<file path="src/rtl/rgbnv_pkg.sv">
// Shared types, constants and helpers of the RGB565 to NV12 converter.
`default_nettype none
package rgbnv_pkg;

    localparam int MAX_DIMENSION = 4096;
    localparam int MAX_STRIDE    = 8192;

    localparam int DIM_W    = $clog2(MAX_DIMENSION) + 1;
    localparam int CNT_W    = $clog2(MAX_DIMENSION);
    localparam int STRIDE_W = $clog2(MAX_STRIDE) + 1;
    localparam int OFS_W    = 25;
    localparam int PIX_W    = 16;
    localparam int COL_W    = 8;
    localparam int ACC_W    = 25;

    localparam int CFG_IDX_W  = 4;
    localparam int CFG_DATA_W = STRIDE_W;

    localparam int IN_TDATA_W  = 16;
    localparam int OUT_TDATA_W = 80;
    localparam int OUT_TUSER_W = 2;

    localparam logic [DIM_W-1:0]    RST_WIDTH  = DIM_W'(1280);
    localparam logic [DIM_W-1:0]    RST_HEIGHT = DIM_W'(720);
    localparam logic [STRIDE_W-1:0] RST_STRIDE = STRIDE_W'(1280);

    // BT.601 studio range, Q16
    localparam logic [ACC_W-1:0] Y_R = ACC_W'(16843);
    localparam logic [ACC_W-1:0] Y_G = ACC_W'(33030);
    localparam logic [ACC_W-1:0] Y_B = ACC_W'(6423);
    localparam logic [ACC_W-1:0] U_R = ACC_W'(9699);
    localparam logic [ACC_W-1:0] U_G = ACC_W'(19071);
    localparam logic [ACC_W-1:0] U_B = ACC_W'(28770);
    localparam logic [ACC_W-1:0] V_R = ACC_W'(28770);
    localparam logic [ACC_W-1:0] V_G = ACC_W'(24117);
    localparam logic [ACC_W-1:0] V_B = ACC_W'(4653);
    localparam logic [ACC_W-1:0] Y_BIAS = ACC_W'(16 * 65536);
    localparam logic [ACC_W-1:0] C_BIAS = ACC_W'(128 * 65536);

    typedef enum logic [CFG_IDX_W-1:0] {
        CFG_FRAME_WIDTH   = CFG_IDX_W'(0),
        CFG_FRAME_HEIGHT  = CFG_IDX_W'(1),
        CFG_SOURCE_STRIDE = CFG_IDX_W'(2),
        CFG_LUMA_STRIDE   = CFG_IDX_W'(3)
    } cfg_index_t;

    typedef struct packed {
        logic [DIM_W-1:0]    width;
        logic [DIM_W-1:0]    height;
        logic [STRIDE_W-1:0] luma_stride;
        logic                stride_error;
    } cfg_t;

    typedef struct packed {
        logic [OFS_W-1:0] luma_offset;
        logic [OFS_W-1:0] chroma_offset;
        logic             chroma;
        logic             last;
        logic             stride_error;
    } pos_t;

    function automatic logic [DIM_W-1:0] clamp_dim(input logic [DIM_W-1:0] v);
        logic [DIM_W-1:0] r;
        if (v == '0)
            r = DIM_W'(1);
        else if (v > DIM_W'(MAX_DIMENSION))
            r = DIM_W'(MAX_DIMENSION);
        else
            r = v;
        return r;
    endfunction

endpackage
`default_nettype wire

</file>
<file path="src/rtl/rgb565_to_nv12_converter_unit.sv">
// Top level of the RGB565 to NV12 converter: handshake, pipeline and result register.
// Data path: an input transfer loads the input register; the result register loads from it
// once the output is free, and the output transfer is taken from the result register.
// Throughput: one pixel per cycle while the output is not stalled; the conversion stage is combinational.
// Stalls propagate back through a two-entry pipeline (input and result register).
// Reset: counters and offsets clear to frame start, registers return to 1280x720.
`default_nettype none
module rgb565_to_nv12_converter_unit
    import rgbnv_pkg::*;
(
    input  wire logic                   clk,
    input  wire logic                   rst_n,
    input  wire logic                   s_axis_tvalid,
    output logic                        s_axis_tready,
    input  wire logic [IN_TDATA_W-1:0]  s_axis_tdata,   // [15:0] pixel
    output logic                        m_axis_tvalid,
    input  wire logic                   m_axis_tready,
    // [7:0] luma, [32:8] luma_offset, [40:33] chroma_u, [48:41] chroma_v,
    // [73:49] chroma_offset, [79:74] zero
    output logic      [OUT_TDATA_W-1:0] m_axis_tdata,
    output logic      [OUT_TUSER_W-1:0] m_axis_tuser,   // [0] chroma_valid, [1] stride_error
    output logic                        m_axis_tlast,   // last_of_frame
    input  wire logic                   cfg_valid,
    output logic                        cfg_ready,
    input  wire logic [CFG_IDX_W-1:0]   cfg_index,
    input  wire logic [CFG_DATA_W-1:0]  cfg_data
);

    cfg_t cfg;
    pos_t pos;

    logic             in_fire;
    logic             out_load;
    logic             s1_valid_reg, s1_valid_next;
    logic [PIX_W-1:0] s1_pixel_reg;
    pos_t             s1_pos_reg;
    logic             m_valid_reg, m_valid_next;
    logic [COL_W-1:0] csc_y, csc_u, csc_v;
    logic             wr_luma, wr_chroma;

    logic [COL_W-1:0] luma_reg;
    logic [OFS_W-1:0] luma_ofs_reg;
    logic [COL_W-1:0] u_reg, v_reg;
    logic [OFS_W-1:0] chroma_ofs_reg;
    logic             chroma_valid_reg;
    logic             err_reg;
    logic             last_reg;

    assign cfg_ready = 1'b1;

    rgbnv_cfg_regs u_cfg (
        .clk      (clk),
        .rst_n    (rst_n),
        .wr_en    (cfg_valid && cfg_ready),
        .wr_index (cfg_index),
        .wr_data  (cfg_data),
        .cfg      (cfg)
    );

    rgbnv_raster u_raster (
        .clk     (clk),
        .rst_n   (rst_n),
        .advance (in_fire),
        .cfg     (cfg),
        .pos     (pos)
    );

    rgbnv_csc u_csc (
        .pixel (s1_pixel_reg),
        .y     (csc_y),
        .u     (csc_u),
        .v     (csc_v)
    );

    always_comb
    begin
        out_load      = s1_valid_reg && (!m_valid_reg || m_axis_tready);
        s_axis_tready = !s1_valid_reg || out_load;
        in_fire       = s_axis_tvalid && s_axis_tready;

        s1_valid_next = s1_valid_reg;
        if (in_fire)
            s1_valid_next = 1'b1;
        else if (out_load)
            s1_valid_next = 1'b0;

        m_valid_next = m_valid_reg;
        if (out_load)
            m_valid_next = 1'b1;
        else if (m_axis_tready)
            m_valid_next = 1'b0;

        wr_luma   = !s1_pos_reg.stride_error;
        wr_chroma = wr_luma && s1_pos_reg.chroma;
    end

    always_ff @(posedge clk or negedge rst_n)
    begin
        if (!rst_n)
        begin
            s1_valid_reg <= 1'b0;
            m_valid_reg  <= 1'b0;
        end
        else
        begin
            s1_valid_reg <= s1_valid_next;
            m_valid_reg  <= m_valid_next;
        end
    end

    always_ff @(posedge clk)
    begin
        if (in_fire)
        begin
            s1_pixel_reg <= s_axis_tdata[PIX_W-1:0];
            s1_pos_reg   <= pos;
        end
        if (out_load)
        begin
            luma_reg         <= wr_luma ? csc_y : '0;
            luma_ofs_reg     <= wr_luma ? s1_pos_reg.luma_offset : '0;
            chroma_valid_reg <= wr_chroma;
            u_reg            <= wr_chroma ? csc_u : '0;
            v_reg            <= wr_chroma ? csc_v : '0;
            chroma_ofs_reg   <= wr_chroma ? s1_pos_reg.chroma_offset : '0;
            err_reg          <= s1_pos_reg.stride_error;
            last_reg         <= s1_pos_reg.last;
        end
    end

    assign m_axis_tvalid = m_valid_reg;
    assign m_axis_tdata  = {6'b0, chroma_ofs_reg, v_reg, u_reg, luma_ofs_reg, luma_reg};
    assign m_axis_tuser  = {err_reg, chroma_valid_reg};
    assign m_axis_tlast  = last_reg;

    a_err_no_chroma: assert property (@(posedge clk) disable iff (!rst_n)
        m_axis_tvalid && m_axis_tuser[1] |-> !m_axis_tuser[0])
        else $error("chroma flagged on a stride error result");

    a_err_no_write: assert property (@(posedge clk) disable iff (!rst_n)
        m_axis_tvalid && m_axis_tuser[1] |-> m_axis_tdata == '0)
        else $error("write data present on a stride error result");

    a_s1_hold: assert property (@(posedge clk) disable iff (!rst_n)
        s1_valid_reg && !out_load |=> s1_valid_reg && $stable(s1_pixel_reg))
        else $error("pipeline stage lost a pixel while stalled");

    a_no_accept_when_full: assert property (@(posedge clk) disable iff (!rst_n)
        s1_valid_reg && m_valid_reg && !m_axis_tready |-> !s_axis_tready)
        else $error("input accepted with a full pipeline");

endmodule
`default_nettype wire

</file>
<file path="src/rtl/rgbnv_cfg_regs.sv">
// Configuration registers with frame size clamping and stride check.
`default_nettype none
module rgbnv_cfg_regs
    import rgbnv_pkg::*;
(
    input  wire logic                  clk,
    input  wire logic                  rst_n,
    input  wire logic                  wr_en,
    input  wire logic [CFG_IDX_W-1:0]  wr_index,
    input  wire logic [CFG_DATA_W-1:0] wr_data,
    output cfg_t                       cfg
);

    logic [DIM_W-1:0]    width_reg;
    logic [DIM_W-1:0]    height_reg;
    logic [STRIDE_W-1:0] src_stride_reg;
    logic [STRIDE_W-1:0] luma_stride_reg;
    logic [DIM_W-1:0]    width_eff;

    always_ff @(posedge clk or negedge rst_n)
    begin
        if (!rst_n)
        begin
            width_reg       <= RST_WIDTH;
            height_reg      <= RST_HEIGHT;
            src_stride_reg  <= RST_STRIDE;
            luma_stride_reg <= RST_STRIDE;
        end
        else if (wr_en)
        begin
            case (cfg_index_t'(wr_index))
                CFG_FRAME_WIDTH:   width_reg       <= wr_data[DIM_W-1:0];
                CFG_FRAME_HEIGHT:  height_reg      <= wr_data[DIM_W-1:0];
                CFG_SOURCE_STRIDE: src_stride_reg  <= wr_data[STRIDE_W-1:0];
                CFG_LUMA_STRIDE:   luma_stride_reg <= wr_data[STRIDE_W-1:0];
                default:           ;
            endcase
        end
    end

    always_comb
    begin
        width_eff        = clamp_dim(width_reg);
        cfg.width        = width_eff;
        cfg.height       = clamp_dim(height_reg);
        cfg.luma_stride  = luma_stride_reg;
        cfg.stride_error = (STRIDE_W'(width_eff) > src_stride_reg) ||
                           (STRIDE_W'(width_eff) > luma_stride_reg);
    end

endmodule
`default_nettype wire

</file>
<file path="src/rtl/rgbnv_raster.sv">
// Raster position counters and plane offset generation.
`default_nettype none
module rgbnv_raster
    import rgbnv_pkg::*;
(
    input  wire logic clk,
    input  wire logic rst_n,
    input  wire logic advance,
    input  cfg_t      cfg,
    output pos_t      pos
);

    logic [CNT_W-1:0] col_reg, col_next;
    logic [CNT_W-1:0] row_reg, row_next;
    logic [OFS_W-1:0] luma_base_reg, luma_base_next;
    logic [OFS_W-1:0] chroma_base_reg, chroma_base_next;
    logic             row_end;
    logic             last;

    always_ff @(posedge clk or negedge rst_n)
    begin
        if (!rst_n)
        begin
            col_reg         <= '0;
            row_reg         <= '0;
            luma_base_reg   <= '0;
            chroma_base_reg <= '0;
        end
        else
        begin
            col_reg         <= col_next;
            row_reg         <= row_next;
            luma_base_reg   <= luma_base_next;
            chroma_base_reg <= chroma_base_next;
        end
    end

    always_comb
    begin
        row_end = ({1'b0, col_reg} + DIM_W'(1)) >= cfg.width;
        last    = row_end && (({1'b0, row_reg} + DIM_W'(1)) >= cfg.height);

        pos.luma_offset   = luma_base_reg + OFS_W'(col_reg);
        pos.chroma_offset = chroma_base_reg + OFS_W'(col_reg);
        pos.chroma        = !row_reg[0] && !col_reg[0];
        pos.last          = last;
        pos.stride_error  = cfg.stride_error;

        col_next         = col_reg;
        row_next         = row_reg;
        luma_base_next   = luma_base_reg;
        chroma_base_next = chroma_base_reg;
        if (advance)
        begin
            if (last)
            begin
                col_next         = '0;
                row_next         = '0;
                luma_base_next   = '0;
                chroma_base_next = '0;
            end
            else if (row_end)
            begin
                col_next       = '0;
                row_next       = row_reg + CNT_W'(1);
                luma_base_next = luma_base_reg + OFS_W'(cfg.luma_stride);
                if (!row_reg[0])
                    chroma_base_next = chroma_base_reg + OFS_W'(cfg.luma_stride);
            end
            else
            begin
                col_next = col_reg + CNT_W'(1);
            end
        end
    end

endmodule
`default_nettype wire

</file>
<file path="src/rtl/rgbnv_csc.sv">
// RGB565 expansion and BT.601 Y/U/V color space conversion.
`default_nettype none
module rgbnv_csc
    import rgbnv_pkg::*;
(
    input  wire logic [PIX_W-1:0] pixel,
    output logic      [COL_W-1:0] y,
    output logic      [COL_W-1:0] u,
    output logic      [COL_W-1:0] v
);

    logic [ACC_W-1:0] r;
    logic [ACC_W-1:0] g;
    logic [ACC_W-1:0] b;
    logic [ACC_W-1:0] y_sum;
    logic [ACC_W-1:0] u_sum;
    logic [ACC_W-1:0] v_sum;

    always_comb
    begin
        r = ACC_W'({pixel[15:11], 3'b000});
        g = ACC_W'({pixel[10:5], 2'b00});
        b = ACC_W'({pixel[4:0], 3'b000});

        // sums stay in 0..2^24, so modulo arithmetic gives the true value
        y_sum = Y_BIAS + r * Y_R + g * Y_G + b * Y_B;
        u_sum = C_BIAS + b * U_B - r * U_R - g * U_G;
        v_sum = C_BIAS + r * V_R - g * V_G - b * V_B;

        y = y_sum[23:16];
        u = u_sum[23:16];
        v = v_sum[23:16];
    end

endmodule
`default_nettype wire

</file>
<file path="config.mk">
export PLATFORM = sky130hd
export DESIGN_NAME = rgb565_to_nv12_converter_unit
export DESIGN_NICKNAME = d
export VERILOG_FILES = /design/src/rtl/rgbnv_pkg.sv /design/src/rtl/rgb565_to_nv12_converter_unit.sv /design/src/rtl/rgbnv_cfg_regs.sv /design/src/rtl/rgbnv_raster.sv /design/src/rtl/rgbnv_csc.sv
export SDC_FILE = /design/constraint.sdc
export NUM_CORES = 1
export LEC_CHECK = 0
export BUFFER_PORTS_ARGS = -buffer_cell sky130_fd_sc_hd__buf_2
export CAP_MARGIN = 20
export CORE_MARGIN = 5
export CORE_UTILIZATION = 35
export DETAILED_ROUTE_END_ITERATION = 8
export PLACE_DENSITY = 0.59
export SYNTH_ARGS = -nofsm -noshare
export SYNTH_HDL_FRONTEND = slang
export SYNTH_SLANG_ARGS = --single-unit
</file>
<file path="constraint.sdc">
create_clock -name clk -period 8.7 [get_ports clk]
set_clock_uncertainty 0.2 [all_clocks]
set_input_delay 1.74 -clock clk [delete_from_list [all_inputs] [get_ports clk]]
set_output_delay 1.74 -clock clk [all_outputs]
set_load 0.02 [all_outputs]
</file>
**Yosys cells after proc, flatten, opt, wreduce, memory -nomap -nowiden**

Cells that the tools add are included.

- Bits in registers: 276
- Output and inout port bits: 86

- Add/sub/neg operators: 17
- Order comparisons: 6
- Reductions and logical operators: 25
- Eq/ne operators: 4
- Multiply operators: 9
- Mux-type cells: 17

Operators by type and width:

| operator | count |
|---|---|
| $mux 25 | 5 |
| $mul 6x15->21 const B | 3 |
| $mul 5x14->19 const B | 3 |
| $mux 13 | 4 |
| $add 25x12->25 | 2 |
| $add 25x14->25 | 2 |
| $add 24x23->24 const A | 2 |
| $mux 12 | 4 |
| $sub 24x23->24 | 2 |
| $mul 5x13->18 const B | 2 |
| $gt 13x14->1 | 2 |
| $add 12x1->13 const B | 2 |
| $ge 13x13->1 | 2 |
| $gt 13x13->1 const B | 2 |
| $logic_not 13->1 | 2 |
| $add 12x1->12 const B | 2 |
| $add 21x23->24 const A | 1 |
| $add 24x21->24 | 1 |
| $add 24x24->24 | 1 |
| $sub 24x21->24 | 1 |
| $sub 24x22->24 | 1 |
| $mul 5x15->20 const B | 1 |
| $reduce_and 2->1 | 5 |
| $eq 4x2->1 const B | 2 |
| other kinds (9) | 24 |

**Longest topological paths before layout**

- Depth after elaboration: 7
- Mapped depth: 26

**By module**

From an unflattened synthesis, not the netlist that was laid out.

- Cells, all modules: 2661
- Area, all modules: 26051.2 µm²

By module, submodules not included:

| module | cells each | instances | area each (µm²) | sequential area each (µm²) |
|---|---|---|---|---|
| rgbnv_csc | 1344 | 1 | 11220.8 | 0.0 |
| rgbnv_raster | 809 | 1 | 6822.8 | 1851.8 |
| rgb565_to_nv12_converter_unit | 247 | 1 | 5084.9 | 4434.3 |
| rgbnv_cfg_regs | 261 | 1 | 2922.8 | 1363.8 |

**Least setup slack after synthesis**

OpenSTA, ideal clock, no wires.

- Path type: flip-flop to flip-flop
- Start: reg s1_pixel_reg[5]
- End: reg u_reg[5] (data pin)
- Path buffers: 0
- Arrival: 6011 ps
- Required time: 8239 ps
- Cell stages (with the launch flop): 26
- Path slack: 2228 ps
- Cell sequence: edfxtp_1 > inv_1 > fa_1 > inv_1 > ha_1 > inv_1 > fa_1 > inv_1 > fa_1 > a21o_1 > a21oi_1 > nand2b_1 > a21oi_1 > a21oi_1 > xnor2_1 > fa_1 > inv_1 > ha_1 > a211o_1 > a211oi_1 > nand2_1 > o22ai_1 > o311ai_0 > a2111oi_0 > or3_1 > a21oi_1

- Longest elaborated chain between the ends: 2

Ends and longest elaborated chain:

| element | RTL line | text |
|---|---|---|
| from (decl) | rgb565_to_nv12_converter_unit.sv:35 | `logic [PIX_W-1:0] s1_pixel_reg;` |
| from (signal assigned) | rgb565_to_nv12_converter_unit.sv:115 | `s1_pixel_reg <= s_axis_tdata[PIX_W-1:0];` |
| $mul 6x15->21 | rgbnv_csc.sv:27 | `u_sum = C_BIAS + b * U_B - r * U_R - g * U_G;` |
| $sub 24x23->24 | rgbnv_csc.sv:27 |  |
| to (signal assigned) | rgb565_to_nv12_converter_unit.sv:123 | `u_reg <= wr_chroma ? csc_u : '0;` |
| to (decl) | rgb565_to_nv12_converter_unit.sv:43 | `logic [COL_W-1:0] u_reg, v_reg;` |

No other way between the ends.
A chain may end at the register's enable or synchronous reset.

**Worst setup path after layout**

Same ends and word-level chain as after synthesis.

==> flow_summary_export.csv <==
group,metric,value,unit
die,design.core.area,72600,sq um
die,rows,99,
layout,final_cell_mix,"401 x ha_1, 314 x inv_1, 161 x a21oi_1, 158 x nand2_1, 146 x edfxtp_1",
worst_hold_path,hold_class,"flip-flop to flip-flop",
global_route,grt_usage,0.169,
global_route,antenna_found_initial,3,
synthesis,synth_xor_area_frac,0.0729,
timing,holdWs,222,ps
power,p_sw,4360,uW
timing,rsz0062_at_grt,"false",
global_route,grt_pass1_vias,18594,
critical_path,end_kind,"flip-flop",
synthesis,synth_area,25500,sq um
die,die_w,280,um
synthesis,ys.flop_type,"edfxtp_1",
layout,drive_above_1_share,0.104,
global_route,gr-total-overflow,0,
cts,htreeDepth,2,
layout,nets,3256,
layout,largest_register_ffs,53,
detailed_routing,drcViolationCount,0,
detailed_routing,antenna_left,0,
detailed_routing,dr.pass1.iters,5,
timing,period_needed,7230,ps
cts,clk_pin_slew,60,ps
placement,post-place-ws,1520,ps
worst_hold_path,hold_depth,0,
layout,syn2layout_area_growth,11.4,%
cts,clock_latency,560,ps
power,p_int,5240,uW
synthesis,synth-seq-cells,276,
die,initial_core_util,0.351,
placement,portBuffers,117,
worst_hold_path,whs_endpoint,"m_axis_tlast",
die,pin_count,125,
worst_hold_path,hp-start,"s1_pos_reg[1]",
timing,tightest_slew,1050,ps
synthesis,ys_seq_area_frac,0.300,
die,die_y,280,um
power,vdd_drop_max,0.230,mV
power,p_seq_frac,0.209,
critical_path,worstPathArrival,7310,ps
critical_path,timing.rr.end,"u_reg[5]",
global_route,grt_pass1_wl,105000,um
power,pwr-share-comb,0.633,
critical_path,critical_path.most_common_cell,"inv_1",
timing,finalMaxSlewViolations,0,
power,swShare,0.454,
critical_path,crit_fanout,11,
power,clock_power_share,0.158,
synthesis,synthArstFlopShare,0.471,
power,powerDensity,338,nW/um^2
placement,dp_hpwl,53300,um
timing,worst_slack,1470,ps
synthesis,synth_compound_area_frac,0.140,
cts,clock-root-buffer,"clkbuf_16",
timing,relSlewSlack,0.296,
detailed_routing,viasPerCell,5.13,
synthesis,synth_cells,2581,
cts,cts.sinks,276,
cts,cts_hold_buf,0,
critical_path,critPathBufInv,5,
synthesis,yosys_warnings,0,
cts,cts_tree,"done",
timing,fin_crit_sh,0.831,
critical_path,worstPathRequired,8780,ps
outcome,status,"finished, final reports clean",
critical_path,cp_top_family,"adder cells",
detailed_routing,finalWirelength,66600,um
critical_path,rrSetupSlack,1470,ps
critical_path,crit_type,"flip-flop to flip-flop",
layout,fillers,7338,
synthesis,synth_simple_gate_area_frac,0.122,
detailed_routing,drtIter0Drc,1063,
synthesis,muxShareOfSynthArea,0.0242,
timing,hold_viol_final,0,
timing,finalSetupViolCount,0,
power,p_leak,0.0133,uW
synthesis,synth_top_family_by_area,"adder cells",
synthesis,yosysUniqueCellTypes,78,
global_route,grt_start_max_net_pins,74,
critical_path,slowest_stage,"fa_1",
synthesis,synthAdderAreaFrac,0.284,
placement,gp_congestion,0.940,
die,dieArea,78200,sq um
synthesis,synth_area_per_cell,9.87,sq um
critical_path,slowest_delay,640,ps
cts,cts_buffer_depth,3,
flow_run,max_cap_violations,0,
critical_path,r2r_cells,25,
synthesis,synth_edf_count,146,
layout,antenna_cells,0,
cts,numCtsBuffers,36,
cts,cts_setup_buffers,0,
timing,max_freq,138,MHz
timing,finalSetupTns,0,ps
critical_path,regToRegStartpoint,"s1_pixel_reg[5]",
detailed_routing,wire_per_inst,18.1,um
layout,final_common_cell,"ha_1",
critical_path,worstSetupStartpointType,"flip-flop",
cts,postCtsResizedCells,0,
detailed_routing,dr_total_vias,18918,
## synth_stat cells, types with 18 or more instances
master      n  area (sq um)
and3_1     29           181
xor2_1     68           596
a21o_1     42           315
nand4_1    18           113
dfrtp_1   120          3000
a22o_1     31           272
fa_1      111          2220
a21oi_1   161           806
nand2b_1   27           169
clkbuf_1   26          97.6
or3_1      20           125
o21a_1     37           278
and2_1     38           238
xnor2_1   144          1260
ha_1      401          5020
o21ai_0   106           531
inv_1     314          1180
nand3_1    60           300
o31ai_1    27           203
nand2_1   158           593
nor3_1     49           245
nor2b_1    55           344
mux2_2     52           586
o21bai_1   22           165
edfxtp_1  146          4380
nor2_1    112           420
## layout make-up
cell class	instances	area, sq um	area share
inverter	315	1180	0.0418
tap	959	1200	0.0423
sequential	276	7650	0.270
multi-input combinational	1947	16400	0.579
timing repair buffer	129	686	0.0242
clock buffer	48	1030	0.0363
clock inverter	17	184	0.00649
## per-stage QoR
stage                     utilization  std cells  total power, uW  cell area, sq um
after global placement          0.374       3625             8050             27100
final                           0.391       3691             9590             28400
after CTS                       0.391       3690             9650             28300
after detailed placement        0.374       3625             8050             27100
after global routing            0.391       3691            10600             28400
after floorplan                     -       2586             6610             25500
## power groups by stage
stage,registers [uW],logic [uW],clock network (uW)
floorplan,2040,4570,0
global placement,2020,6020,0
detailed placement,2030,6020,0
CTS,2010,6080,1570
global route,2040,6920,1620
finish,2000,6070,1520
## worst max path at each step
stage / from / endpoint / slack (ps) / cells after the start
floorplan: s1_pixel_reg[5] / u_reg[5] / 2230 / 25
CTS: s1_pixel_reg[5] / u_reg[5] / 1490 / 25
global route: s1_pixel_reg[5] / u_reg[5] / 920 / 25
detailed placement: s1_pixel_reg[5] / u_reg[5] / 1520 / 25
global placement: s1_pixel_reg[5] / u_reg[5] / 1710 / 25
finish: s1_pixel_reg[5] / u_reg[5] / 1470 / 25
## layer usage
| metal | up-vias | routed length (um) | share of wire | global-route usage |
|---|---|---|---|---|
| li1 | 9357 | - | - | - |
| met3 | 101 | 3190 | 0.048 | 0.0219 |
| met1 | 9033 | 31800 | 0.48 | 0.242 |
| met5 | - | 0 | 0 | 0 |
| met2 | 427 | 30100 | 0.45 | 0.271 |
| met4 | 0 | 1620 | 0.024 | 0.0433 |
## cells by family (layout without fill, tap and decap cells)
logic type	after synthesis	count (layout)
AOI/OAI and AO/OA	544	544
adders and majority gates	512	512
muxes	55	55
DFF	276	276
other	2	7
xor gates and xnor gates	212	212
buffers and inverters	363	509
and+or+nand+nor	617	617
Note: power is estimated with default switching activity, not from simulation.
